===== config.mk =====
export PLATFORM = sky130hd
export DESIGN_NAME = vac_ctrl_flat
export DESIGN_NICKNAME = d
export VERILOG_FILES = /design/src/hw/rtl/vac_pkg.sv /design/src/hw/rtl/vac_ifs.sv /design/src/hw/rtl/vac_ctrl.sv /design/src/flat_wrapper.sv
export SDC_FILE = /design/constraint.sdc
export NUM_CORES = 1
export LEC_CHECK = 0
export ABC_AREA = 1
export BUFFER_PORTS_ARGS = -buffer_cell sky130_fd_sc_hd__buf_2
export CAP_MARGIN = 20
export CORE_MARGIN = 10
export CORE_UTILIZATION = 45
export DETAILED_ROUTE_END_ITERATION = 10
export PLACE_DENSITY = 0.83
export SYNTH_ARGS = -nofsm -noshare
export SYNTH_HDL_FRONTEND = slang
export SYNTH_SLANG_ARGS = --single-unit

===== constraint.sdc =====
create_clock -name clk -period 14.15 [get_ports clk]
set_input_delay 0.7075 -clock clk [delete_from_list [all_inputs] [get_ports clk]]
set_output_delay 0.7075 -clock clk [all_outputs]
set_load 0.05 [all_outputs]

===== src/hw/rtl/vac_pkg.sv =====
// vac_pkg: shared constants, types and helper function of the velocity autocorrelation core.
// No dependencies; compiled first.
package vac_pkg;

	localparam int MAX_ATOMS   = 64;
	localparam int MAX_FRAMES  = 63;
	localparam int SAMPLE_BITS = 24;

	localparam int ATOM_W      = $clog2(MAX_ATOMS);
	localparam int FRAME_W     = $clog2(MAX_FRAMES);
	localparam int FCNT_W      = FRAME_W + 1;
	localparam int ACNT_W      = ATOM_W + 1;
	localparam int STORE_DEPTH = MAX_FRAMES * MAX_ATOMS;
	localparam int ADDR_W      = FRAME_W + ATOM_W;
	localparam int CNT_W       = ADDR_W;
	localparam int SCALE_W     = 24;
	localparam int VAL_W       = 48;
	localparam int ACC_W       = 64;
	localparam int DIV_N_W     = 72;
	localparam int DIV_D_W     = 48;
	localparam int CFG_IDX_W   = 3;
	localparam int CFG_DATA_W  = 24;
	localparam int SUM_W       = VAL_W + 6;
	localparam int INT_W       = SUM_W + 2;
	localparam int MAG_W       = INT_W - 1;
	localparam int SPLIT       = 28;

	// configuration register indexes
	typedef enum logic [CFG_IDX_W-1:0] {
		CFG_ATOM_COUNT = 3'd0,
		CFG_MAX_LAG    = 3'd1,
		CFG_USE_COORDS = 3'd2,
		CFG_NORMALIZE  = 3'd3,
		CFG_TIME_STEP  = 3'd4,
		CFG_VEL_SCALE  = 3'd5
	} cfg_idx_t;

	// output register source
	typedef enum logic [1:0] {
		OSEL_RAW  = 2'd0,
		OSEL_NORM = 2'd1,
		OSEL_INT  = 2'd2
	} out_sel_t;

	typedef enum logic [4:0] {
		S_LOAD,
		S_LDRAIN,
		S_PSETUP,
		S_MAC_INIT,
		S_MAC_RUN,
		S_MAC_DRAIN,
		S_DIV_LAG,
		S_DIV_LAG_WAIT,
		S_INT1,
		S_INT2,
		S_INT3,
		S_OUT_RD,
		S_OUT_CHK,
		S_NDIV_WAIT,
		S_OUT_WAIT,
		S_OUT_INT,
		S_OUT_IWAIT
	} state_t;

	typedef struct packed {
		logic [ACNT_W-1:0]  atom_count;
		logic [FRAME_W-1:0] max_lag;
		logic               use_coords;
		logic               normalize;
		logic [SCALE_W-1:0] time_step;
		logic [SCALE_W-1:0] vel_scale;
	} cfg_t;

	// controller -> datapath
	typedef struct packed {
		logic               ld_v;
		logic               ld_store;
		logic               ld_coords;
		logic [ATOM_W-1:0]  ld_atom;
		logic [ADDR_W-1:0]  ld_addr;
		logic               pass_clr;
		logic               mac_clr;
		logic               mac_rd;
		logic [ADDR_W-1:0]  x_addr;
		logic [ADDR_W-1:0]  y_addr;
		logic               div_lag_start;
		logic               div_norm_start;
		logic [CNT_W-1:0]   count;
		logic               lag_wr;
		logic               lag_rd;
		logic [FRAME_W-1:0] lag_idx;
		logic               int_s1;
		logic               int_s2;
		logic               int_s3;
		logic               int_zero;
		logic               out_load;
		out_sel_t           out_sel;
		logic               ovf;
	} cmd_t;

	// datapath -> controller
	typedef struct packed {
		logic ld_busy;
		logic mac_busy;
		logic div_busy;
		logic div_done;
		logic c0_zero;
		logic out_valid;
		logic out_taken;
	} status_t;

	// signed saturation of a magnitude to VAL_W bits
	function automatic logic signed [VAL_W-1:0] sat_mag(input logic [DIV_N_W-1:0] mag,
			input logic neg);
		logic [DIV_N_W-1:0] cap;
		logic [VAL_W-1:0]   m;
		cap = DIV_N_W'(1) << (VAL_W - 1);
		m   = mag[VAL_W-1:0];
		if (mag >= cap) begin
			return neg ? {1'b1, {(VAL_W-1){1'b0}}} : {1'b0, {(VAL_W-1){1'b1}}};
		end
		return neg ? $signed(-m) : $signed(m);
	endfunction

endpackage


===== src/hw/rtl/vac_ifs.sv =====
// vac_ifs: valid/ready channel interfaces of the velocity autocorrelation core.
// Depends on vac_pkg.
interface vac_in_if;
	import vac_pkg::*;
	logic                          valid;
	logic                          ready;
	logic signed [SAMPLE_BITS-1:0] comp_x;
	logic signed [SAMPLE_BITS-1:0] comp_y;
	logic signed [SAMPLE_BITS-1:0] comp_z;
	logic                          final_item;
	modport source (output valid, comp_x, comp_y, comp_z, final_item, input ready);
	modport sink (input valid, comp_x, comp_y, comp_z, final_item, output ready);
endinterface



===== src/hw/rtl/vac_ctrl.sv =====
// vac_ctrl: controller of the velocity autocorrelation core: frame bookkeeping during
// load and the sequencer of the correlation pass. Depends on vac_pkg and vac_ifs.
module vac_ctrl (
	input  logic             clk,
	input  logic             arst_n,
	input  vac_pkg::cfg_t    cfg,
	input  vac_pkg::status_t st,
	output vac_pkg::cmd_t    cmd,
	vac_in_if.sink           samples
);
	import vac_pkg::*;

	state_t state_q, state_d;

	logic [ATOM_W-1:0]  atom_idx_q, a_q;
	logic [FCNT_W-1:0]  frame_cnt_q;
	logic [FRAME_W-1:0] t_q, dt_q, lags_q, lags_d;
	logic               have_prev_q, ovf_q;

	logic [ACNT_W-1:0]  atoms;
	logic [FCNT_W-1:0]  nt;
	logic               in_fire, storing, st_en, end_frame, a_last, dt_last, t_last;

	// clamped atom count, loop bounds
	always_comb begin
		if (cfg.atom_count == '0) begin
			atoms = ACNT_W'(1);
		end else if (cfg.atom_count > ACNT_W'(MAX_ATOMS)) begin
			atoms = ACNT_W'(MAX_ATOMS);
		end else begin
			atoms = cfg.atom_count;
		end
		in_fire   = samples.valid && samples.ready;
		storing   = cfg.use_coords ? have_prev_q : 1'b1;
		st_en     = storing && (frame_cnt_q < FCNT_W'(MAX_FRAMES));
		end_frame = (ACNT_W'(atom_idx_q) + 1'b1 >= atoms) || samples.final_item;
		nt        = frame_cnt_q - FCNT_W'(t_q);
		a_last    = (ACNT_W'(a_q) + 1'b1 >= atoms);
		dt_last   = (FCNT_W'(dt_q) + 1'b1 == nt);
		t_last    = (t_q == lags_q - 1'b1);
		if (cfg.max_lag == '0) begin
			lags_d = FRAME_W'(frame_cnt_q >> 1);
		end else if (FCNT_W'(cfg.max_lag) > frame_cnt_q) begin
			lags_d = FRAME_W'(frame_cnt_q);
		end else begin
			lags_d = cfg.max_lag;
		end
	end

	// next state
	always_comb begin
		state_d = state_q;
		unique case (state_q)
			S_LOAD:         if (in_fire && samples.final_item) state_d = S_LDRAIN;
			S_LDRAIN:       if (!st.ld_busy) state_d = S_PSETUP;
			S_PSETUP:       state_d = (lags_d == '0) ? S_INT1 : S_MAC_INIT;
			S_MAC_INIT:     state_d = S_MAC_RUN;
			S_MAC_RUN:      if (a_last && dt_last) state_d = S_MAC_DRAIN;
			S_MAC_DRAIN:    if (!st.mac_busy) state_d = S_DIV_LAG;
			S_DIV_LAG:      state_d = S_DIV_LAG_WAIT;
			S_DIV_LAG_WAIT: if (st.div_done) state_d = t_last ? S_INT1 : S_MAC_INIT;
			S_INT1:         state_d = S_INT2;
			S_INT2:         state_d = S_INT3;
			S_INT3:         state_d = (lags_q == '0) ? S_OUT_INT : S_OUT_RD;
			S_OUT_RD:       state_d = S_OUT_CHK;
			S_OUT_CHK:      state_d = (cfg.normalize && !st.c0_zero) ? S_NDIV_WAIT : S_OUT_WAIT;
			S_NDIV_WAIT:    if (st.div_done) state_d = S_OUT_WAIT;
			S_OUT_WAIT:     if (st.out_taken) state_d = t_last ? S_OUT_INT : S_OUT_RD;
			S_OUT_INT:      state_d = S_OUT_IWAIT;
			S_OUT_IWAIT:    if (st.out_taken) state_d = S_LOAD;
			default:        state_d = S_LOAD;
		endcase
	end

	// commands
	always_comb begin
		cmd            = '0;
		cmd.out_sel    = OSEL_RAW;
		cmd.ld_v       = in_fire;
		cmd.ld_store   = st_en;
		cmd.ld_coords  = cfg.use_coords;
		cmd.ld_atom    = atom_idx_q;
		cmd.ld_addr    = {FRAME_W'(frame_cnt_q), atom_idx_q};
		cmd.x_addr     = {dt_q, a_q};
		cmd.y_addr     = {FRAME_W'(dt_q + t_q), a_q};
		cmd.count      = CNT_W'(nt * atoms);
		cmd.lag_idx    = t_q;
		cmd.int_zero   = (lags_q < FRAME_W'(2));
		cmd.ovf        = ovf_q;
		unique case (state_q)
			S_PSETUP:       cmd.pass_clr = 1'b1;
			S_MAC_INIT:     cmd.mac_clr = 1'b1;
			S_MAC_RUN:      cmd.mac_rd = 1'b1;
			S_DIV_LAG:      cmd.div_lag_start = 1'b1;
			S_DIV_LAG_WAIT: cmd.lag_wr = st.div_done;
			S_INT1:         cmd.int_s1 = 1'b1;
			S_INT2:         cmd.int_s2 = 1'b1;
			S_INT3:         cmd.int_s3 = 1'b1;
			S_OUT_RD:       cmd.lag_rd = 1'b1;
			S_OUT_CHK: begin
				if (cfg.normalize && !st.c0_zero) begin
					cmd.div_norm_start = 1'b1;
				end else begin
					cmd.out_load = 1'b1;
				end
			end
			S_NDIV_WAIT: begin
				cmd.out_load = st.div_done;
				cmd.out_sel  = OSEL_NORM;
			end
			S_OUT_INT: begin
				cmd.out_load = 1'b1;
				cmd.out_sel  = OSEL_INT;
			end
			default: ;
		endcase
	end

	assign samples.ready = (state_q == S_LOAD);

	// state and counters
	always_ff @(posedge clk or negedge arst_n) begin
		if (!arst_n) begin
			state_q     <= S_LOAD;
			atom_idx_q  <= '0;
			frame_cnt_q <= '0;
			have_prev_q <= 1'b0;
			ovf_q       <= 1'b0;
			t_q         <= '0;
			dt_q        <= '0;
			a_q         <= '0;
			lags_q      <= '0;
		end else begin
			state_q <= state_d;
			unique case (state_q)
				S_LOAD: begin
					if (in_fire) begin
						if (storing && !st_en) ovf_q <= 1'b1;
						if (end_frame) begin
							atom_idx_q <= '0;
							if (st_en) frame_cnt_q <= frame_cnt_q + 1'b1;
							if (cfg.use_coords) have_prev_q <= 1'b1;
						end else begin
							atom_idx_q <= atom_idx_q + 1'b1;
						end
					end
				end
				S_PSETUP: begin
					lags_q <= lags_d;
					t_q    <= '0;
				end
				S_MAC_INIT: begin
					dt_q <= '0;
					a_q  <= '0;
				end
				S_MAC_RUN: begin
					if (a_last) begin
						a_q  <= '0;
						dt_q <= dt_q + 1'b1;
					end else begin
						a_q <= a_q + 1'b1;
					end
				end
				S_DIV_LAG_WAIT: begin
					if (st.div_done) t_q <= t_last ? '0 : t_q + 1'b1;
				end
				S_OUT_WAIT: begin
					if (st.out_taken && !t_last) t_q <= t_q + 1'b1;
				end
				S_OUT_IWAIT: begin
					if (st.out_taken) begin
						atom_idx_q  <= '0;
						frame_cnt_q <= '0;
						have_prev_q <= 1'b0;
						ovf_q       <= 1'b0;
					end
				end
				default: ;
			endcase
		end
	end

`ifndef SYNTH
	a_div_idle_on_start: assert property (@(posedge clk) disable iff (!arst_n)
		(cmd.div_lag_start || cmd.div_norm_start) |-> !st.div_busy)
		else $error("divider started while busy");
	a_out_free_on_load: assert property (@(posedge clk) disable iff (!arst_n)
		cmd.out_load |-> !st.out_valid)
		else $error("output register overwritten");
	a_frame_bound: assert property (@(posedge clk) disable iff (!arst_n)
		frame_cnt_q <= FCNT_W'(MAX_FRAMES))
		else $error("frame count beyond store");
	a_lag_in_range: assert property (@(posedge clk) disable iff (!arst_n)
		(state_q == S_MAC_RUN) |-> (t_q < lags_q && FCNT_W'(dt_q) < nt))
		else $error("correlation address out of range");
	a_pass_clears: assert property (@(posedge clk) disable iff (!arst_n)
		(state_q == S_OUT_IWAIT && st.out_taken) |=> (frame_cnt_q == '0 && !ovf_q))
		else $error("frame state not cleared after run");
`endif

endmodule


===== src/flat_wrapper.sv =====
// flat-port wrapper written by rule: the top's interface ports become plain ports
module vac_ctrl_flat import vac_pkg::*;
  (clk, arst_n, cfg, st, cmd, samples_valid, samples_comp_x, samples_comp_y, samples_comp_z, samples_final_item, samples_ready);
  vac_in_if samples_i ();
  input  logic clk;
  input  logic arst_n;
  input  vac_pkg::cfg_t cfg;
  input  vac_pkg::status_t st;
  output vac_pkg::cmd_t cmd;
  input wire logic [$bits(samples_i.valid)-1:0] samples_valid;
  input wire logic [$bits(samples_i.comp_x)-1:0] samples_comp_x;
  input wire logic [$bits(samples_i.comp_y)-1:0] samples_comp_y;
  input wire logic [$bits(samples_i.comp_z)-1:0] samples_comp_z;
  input wire logic [$bits(samples_i.final_item)-1:0] samples_final_item;
  output wire logic [$bits(samples_i.ready)-1:0] samples_ready;
  assign samples_i.valid = samples_valid;
  assign samples_i.comp_x = samples_comp_x;
  assign samples_i.comp_y = samples_comp_y;
  assign samples_i.comp_z = samples_comp_z;
  assign samples_i.final_item = samples_final_item;
  assign samples_ready = samples_i.ready;
  vac_ctrl u_core (.clk(clk), .arst_n(arst_n), .cfg(cfg), .st(st), .cmd(cmd), .samples(samples_i));
endmodule

==> results summary <==
The overall via count from detail_route came out at 5600. The post-route core utilization is 51.6%. In the final design database the tool counted 1145 nets. The finished cells cover 6510 um^2. The clock skew after layout came out at 6.16 ps. The multi-input combinational cell area came out at 3970 um^2.

The number of global-route vias before repair is 5471. The combined flip-flop and latch cell area came out at 1100 um^2. Along the worst hold path, the cell count comes to 2. The path depth of the worst reg2reg path came out at 15.

Setup repair after global routing left no endpoint under its margin. The cell count after synthesis came out at 827. The number of max-capacitance violations reported came out at 0. The die outline width is 134 um.

The final estimated routing congestion in global placement is 0.897. The initial core utilization is 46.0%. The internal cell power came out at 629 uW. The TritonCTS clock tree is built.

The violation count after the first detailed-routing iteration came out at 333. Counting flops and latches in the post-synthesis netlist gives 44. The largest fanout on the critical path is 6. The maximum level of the CTS H-tree came out at 2.

The total buffers and inverters traversed by the critical path is 8. The number of buffers added for setup after CTS came out at 0. Yosys attributes the largest share of cell area to sky130_fd_sc_hd__dfrtp_1, sky130_fd_sc_hd__ha_1, sky130_fd_sc_hd__nand2_1, sky130_fd_sc_hd__fa_1, sky130_fd_sc_hd__inv_1.

The clock share of power is 7.9%. The routed length per instance came out at 14.1 um. Dividing total power by cell area gives a power density of 260 nW/um^2. The floorplan row count came out at 41. Leaving out fill and tap cells, the most frequent cell in the layout is sky130_fd_sc_hd__nand2_1. The maximum clock frequency is 151 MHz. The post-route setup TNS is 0 ps.

The power share of the combinational group is 79.3%. The share of the synthesized area in the top cell type is 19.0%. The share of flip-flops with an asynchronous set or reset came out at 100%.

The root buffer cell chosen for the clock tree is sky130_fd_sc_hd__clkbuf_16. Net switching is 62.8% of the power. The startpoint of the worst-slack reg-to-reg timing path is u_core.frame_cnt_q[0]$_DFFE_PN0P_. The predominant post-synthesis flop cell is sky130_fd_sc_hd__dfrtp_1. The clock network latency to the later pin of the worst-skew pair came out at 290 ps. The distinct cell type count of the synthesized netlist is 46. In this design, the stage delay of the slowest critical-path cell is 560 ps. The largest delay contributor family on the critical path is adder cells. Detailed placement ended at an HPWL of 12400 um.

The share of layout cells above drive strength 1 is 17.5%. The netlist area before placement came out at 5810 um^2. The number of synthesized flops with an enable pin is 0. Summed over all cells, the static leakage comes to 3.71 nW. The launching instance or port of the critical path is u_core.frame_cnt_q[0]$_DFFE_PN0P_.

The clock transition at the register clock pins on the worst setup and hold paths after CTS came out at 60 ps. For this run, design rule violations remaining after detail routing come to 0. The number of hold violations in the final report is 0. The overall routed net length is 15300 um. For this design the total switching power over the nets is 1.06 mW. The hold buffer count at CTS is 0. In the global route stage, overall resource usage came out at 17.0%. The type of the most critical hold path is reg -> reg.

In this run the standard cell core region covers 12600 um^2. The final critical delay including setup and external delays came out at 6630 ps. The endpoint identified for the worst register-to-register timing path is u_core.state_q[3]$_DFFE_PN0P_. The end point of the critical path is cmd[25]. The first-pass detailed-route iteration total is 5. The clock drives 44 sinks. The cell type with the largest total area after synthesis is sky130_fd_sc_hd__dfrtp_1. The number of antenna-violating nets in the routed design came out at 0. 0 antenna diodes ended up in the layout. The post-route fraction of the period consumed by the critical path came out at 46.9%. STA classifies the critical path endpoint as a primary output. The slowest stage of the critical path is the sky130_fd_sc_hd__fa_1 cell. The kind of critical path is reg -> out.

From synthesis to final layout, the design area changed by 12.1%. The number of buffers created by CTS came out at 5. The worst endpoint data arrival time is 5920 ps.

The required time of the critical path is 13440 ps. The filler cells instantiated in the layout total 1192. The total grt overflow came out at 0.

The die footprint is 17900 um^2. The die is 134 um tall. During I/O placement, the number of pins put on the boundary was 225. The number of setup violations in the final report came out at 0.

The worst-margin pin slew is 987 ps. The placed cell area is 6350 um^2. In this run, flip-flops and latches consume 12.8% of the power. Headroom to the max-slew limit came out at 34.2%. The maximum number of buffers from clock root to sink is 2. Port buffering added 102 buffers. The run finished with clean final reports.

The warning count from the yosys run came out at 0. The library cells used most frequently in the layout, excluding fill and tap cells, are sky130_fd_sc_hd__nand2_1, sky130_fd_sc_hd__inv_1, sky130_fd_sc_hd__buf_2. The final max-slew violation count is 0. Using the TritonRoute via totals, the vias-per-cell ratio works out to 5.17. The number of instances resized during post-cts repair is 0. The worst reg-to-reg setup slack is 11450 ps. Entering global routing, the biggest net connects 45 pins. The worst setup path is launched from a flip-flop. Averaged over all synthesized cells, the footprint is 7.02 um^2. The cell count along the critical path is 26. The sequential cell area fraction in the yosys report came out at 19.0%.

The first global-routing pass estimated 26000 um of wire. VDD sags by at most 0.177 mV. The number of nets handed over by synthesis was 1061.

The number of antenna violations at the first check in global routing came to 0.
## metal layers
layer | up-vias | part of all wire [%] | GRT usage (%) | wire, um
li1 | 2813 | - | - | -
met1 | 2573 | 42 | 20.3 | 6360
met2 | 188 | 48 | 29.2 | 7330
met3 | 26 | 8.1 | 3.95 | 1230
met4 | 0 | 2.3 | 5.99 | 353
met5 | - | 0 | 0 | 0
## how the worst min path moves through the flow
stage / start / to / slack [ps]
after global routing: u_core.have_prev_q$_DFFE_PN0P_ / u_core.have_prev_q$_DFFE_PN0P_ / 550
after global placement: u_core.lags_q[0]$_DFFE_PN0P_ / u_core.lags_q[0]$_DFFE_PN0P_ / 490
final: u_core.lags_q[0]$_DFFE_PN0P_ / u_core.lags_q[0]$_DFFE_PN0P_ / 520
after floorplan: arst_n / u_core.a_q[0]$_DFFE_PN0P_ / 410
after CTS: u_core.lags_q[0]$_DFFE_PN0P_ / u_core.lags_q[0]$_DFFE_PN0P_ / 520
after detailed placement: u_core.lags_q[0]$_DFFE_PN0P_ / u_core.lags_q[0]$_DFFE_PN0P_ / 500
## tightest hold or removal path, stage by stage (launching register included)
cell                      delay (ps)
sky130_fd_sc_hd__dfrtp_1         360
sky130_fd_sc_hd__nand2_1          60
sky130_fd_sc_hd__o21ai_0          60
## flip-flops by register name (all words and copies together) (netlist names)
register            count
u_core.a_q              6
u_core.atom_idx_q       6
u_core.dt_q             6
u_core.frame_cnt_q      7
u_core.have_prev_q      1
u_core.lags_q           6
u_core.ovf_q            1
u_core.state_q          5
u_core.t_q              6
## power by group through the flow
stage,registers [mW],logic (mW),clock network (mW)
floorplan,0.246,1.06,0
global placement,0.216,1.33,0
detailed placement,0.218,1.34,0
CTS,0.216,1.35,0.135
global route,0.223,1.50,0.140
finish,0.216,1.34,0.133
## cell families (layout without fill, tap and decap cells)
kind of cell / after synthesis / in the layout / synth area share, %
adders and majority gates: 88 / 88 / 22.2
buffers and inverters: 172 / 257 / 12.8
DFF: 44 / 44 / 19.0
AOI/OAI and AO/OA: 97 / 97 / 10.2
and+or+nand+nor: 388 / 388 / 30.0
xor gates and xnor gates: 38 / 38 / 5.86
## per-stage QoR
| step | setup slack (ps) | power, mW | instances | hold WS, ps |
|---|---|---|---|---|
| after global placement | 7910 | 1.54 | 1076 | 493 |
| after CTS | 7510 | 1.70 | 1084 | 518 |
| after detailed placement | 7870 | 1.56 | 1076 | 502 |
| final | 7520 | 1.69 | 1084 | 518 |
| after global routing | 7040 | 1.86 | 1084 | 548 |
| after floorplan | 7620 | 1.30 | 827 | 412 |
## cell type report
| class | count | share of cell area [%] |
|---|---|---|
| multi-input combinational | 611 | 60.9 |
| clock buffer | 6 | 1.98 |
| inverter | 147 | 8.55 |
| timing repair buffer | 102 | 7.84 |
| tap | 172 | 3.30 |
| clock inverter | 2 | 0.538 |
| sequential | 44 | 16.9 |
## synth_stat cells (2+ instances only)
cell type and n:
sky130_fd_sc_hd__nand2_1 184, sky130_fd_sc_hd__o21ai_1 14, sky130_fd_sc_hd__nor4_1 3, sky130_fd_sc_hd__xnor2_1 11, sky130_fd_sc_hd__nor2_4 6, sky130_fd_sc_hd__nor3_1 4, sky130_fd_sc_hd__nor2_2 5, sky130_fd_sc_hd__clkinv_1 2
sky130_fd_sc_hd__o21ai_2 2, sky130_fd_sc_hd__inv_2 14, sky130_fd_sc_hd__a22o_1 2, sky130_fd_sc_hd__nand3_1 61, sky130_fd_sc_hd__dfrtp_1 44, sky130_fd_sc_hd__nand2_4 4, sky130_fd_sc_hd__inv_4 2, sky130_fd_sc_hd__ha_1 63
sky130_fd_sc_hd__o211ai_1 4, sky130_fd_sc_hd__o22ai_1 5, sky130_fd_sc_hd__nand3_2 2, sky130_fd_sc_hd__nand3b_1 2, sky130_fd_sc_hd__nand2_2 7, sky130_fd_sc_hd__a31oi_1 3, sky130_fd_sc_hd__a21oi_1 25, sky130_fd_sc_hd__o2111ai_1 4
sky130_fd_sc_hd__o21ai_0 29, sky130_fd_sc_hd__o21a_1 2, sky130_fd_sc_hd__o32ai_1 2, sky130_fd_sc_hd__nor2_1 90, sky130_fd_sc_hd__fa_1 25, sky130_fd_sc_hd__inv_1 129, sky130_fd_sc_hd__or2_2 2, sky130_fd_sc_hd__buf_4 22
sky130_fd_sc_hd__nor3_2 3, sky130_fd_sc_hd__nand4_1 13, sky130_fd_sc_hd__xor2_1 26
No activity file was read; power rests on OpenSTA's default activity.
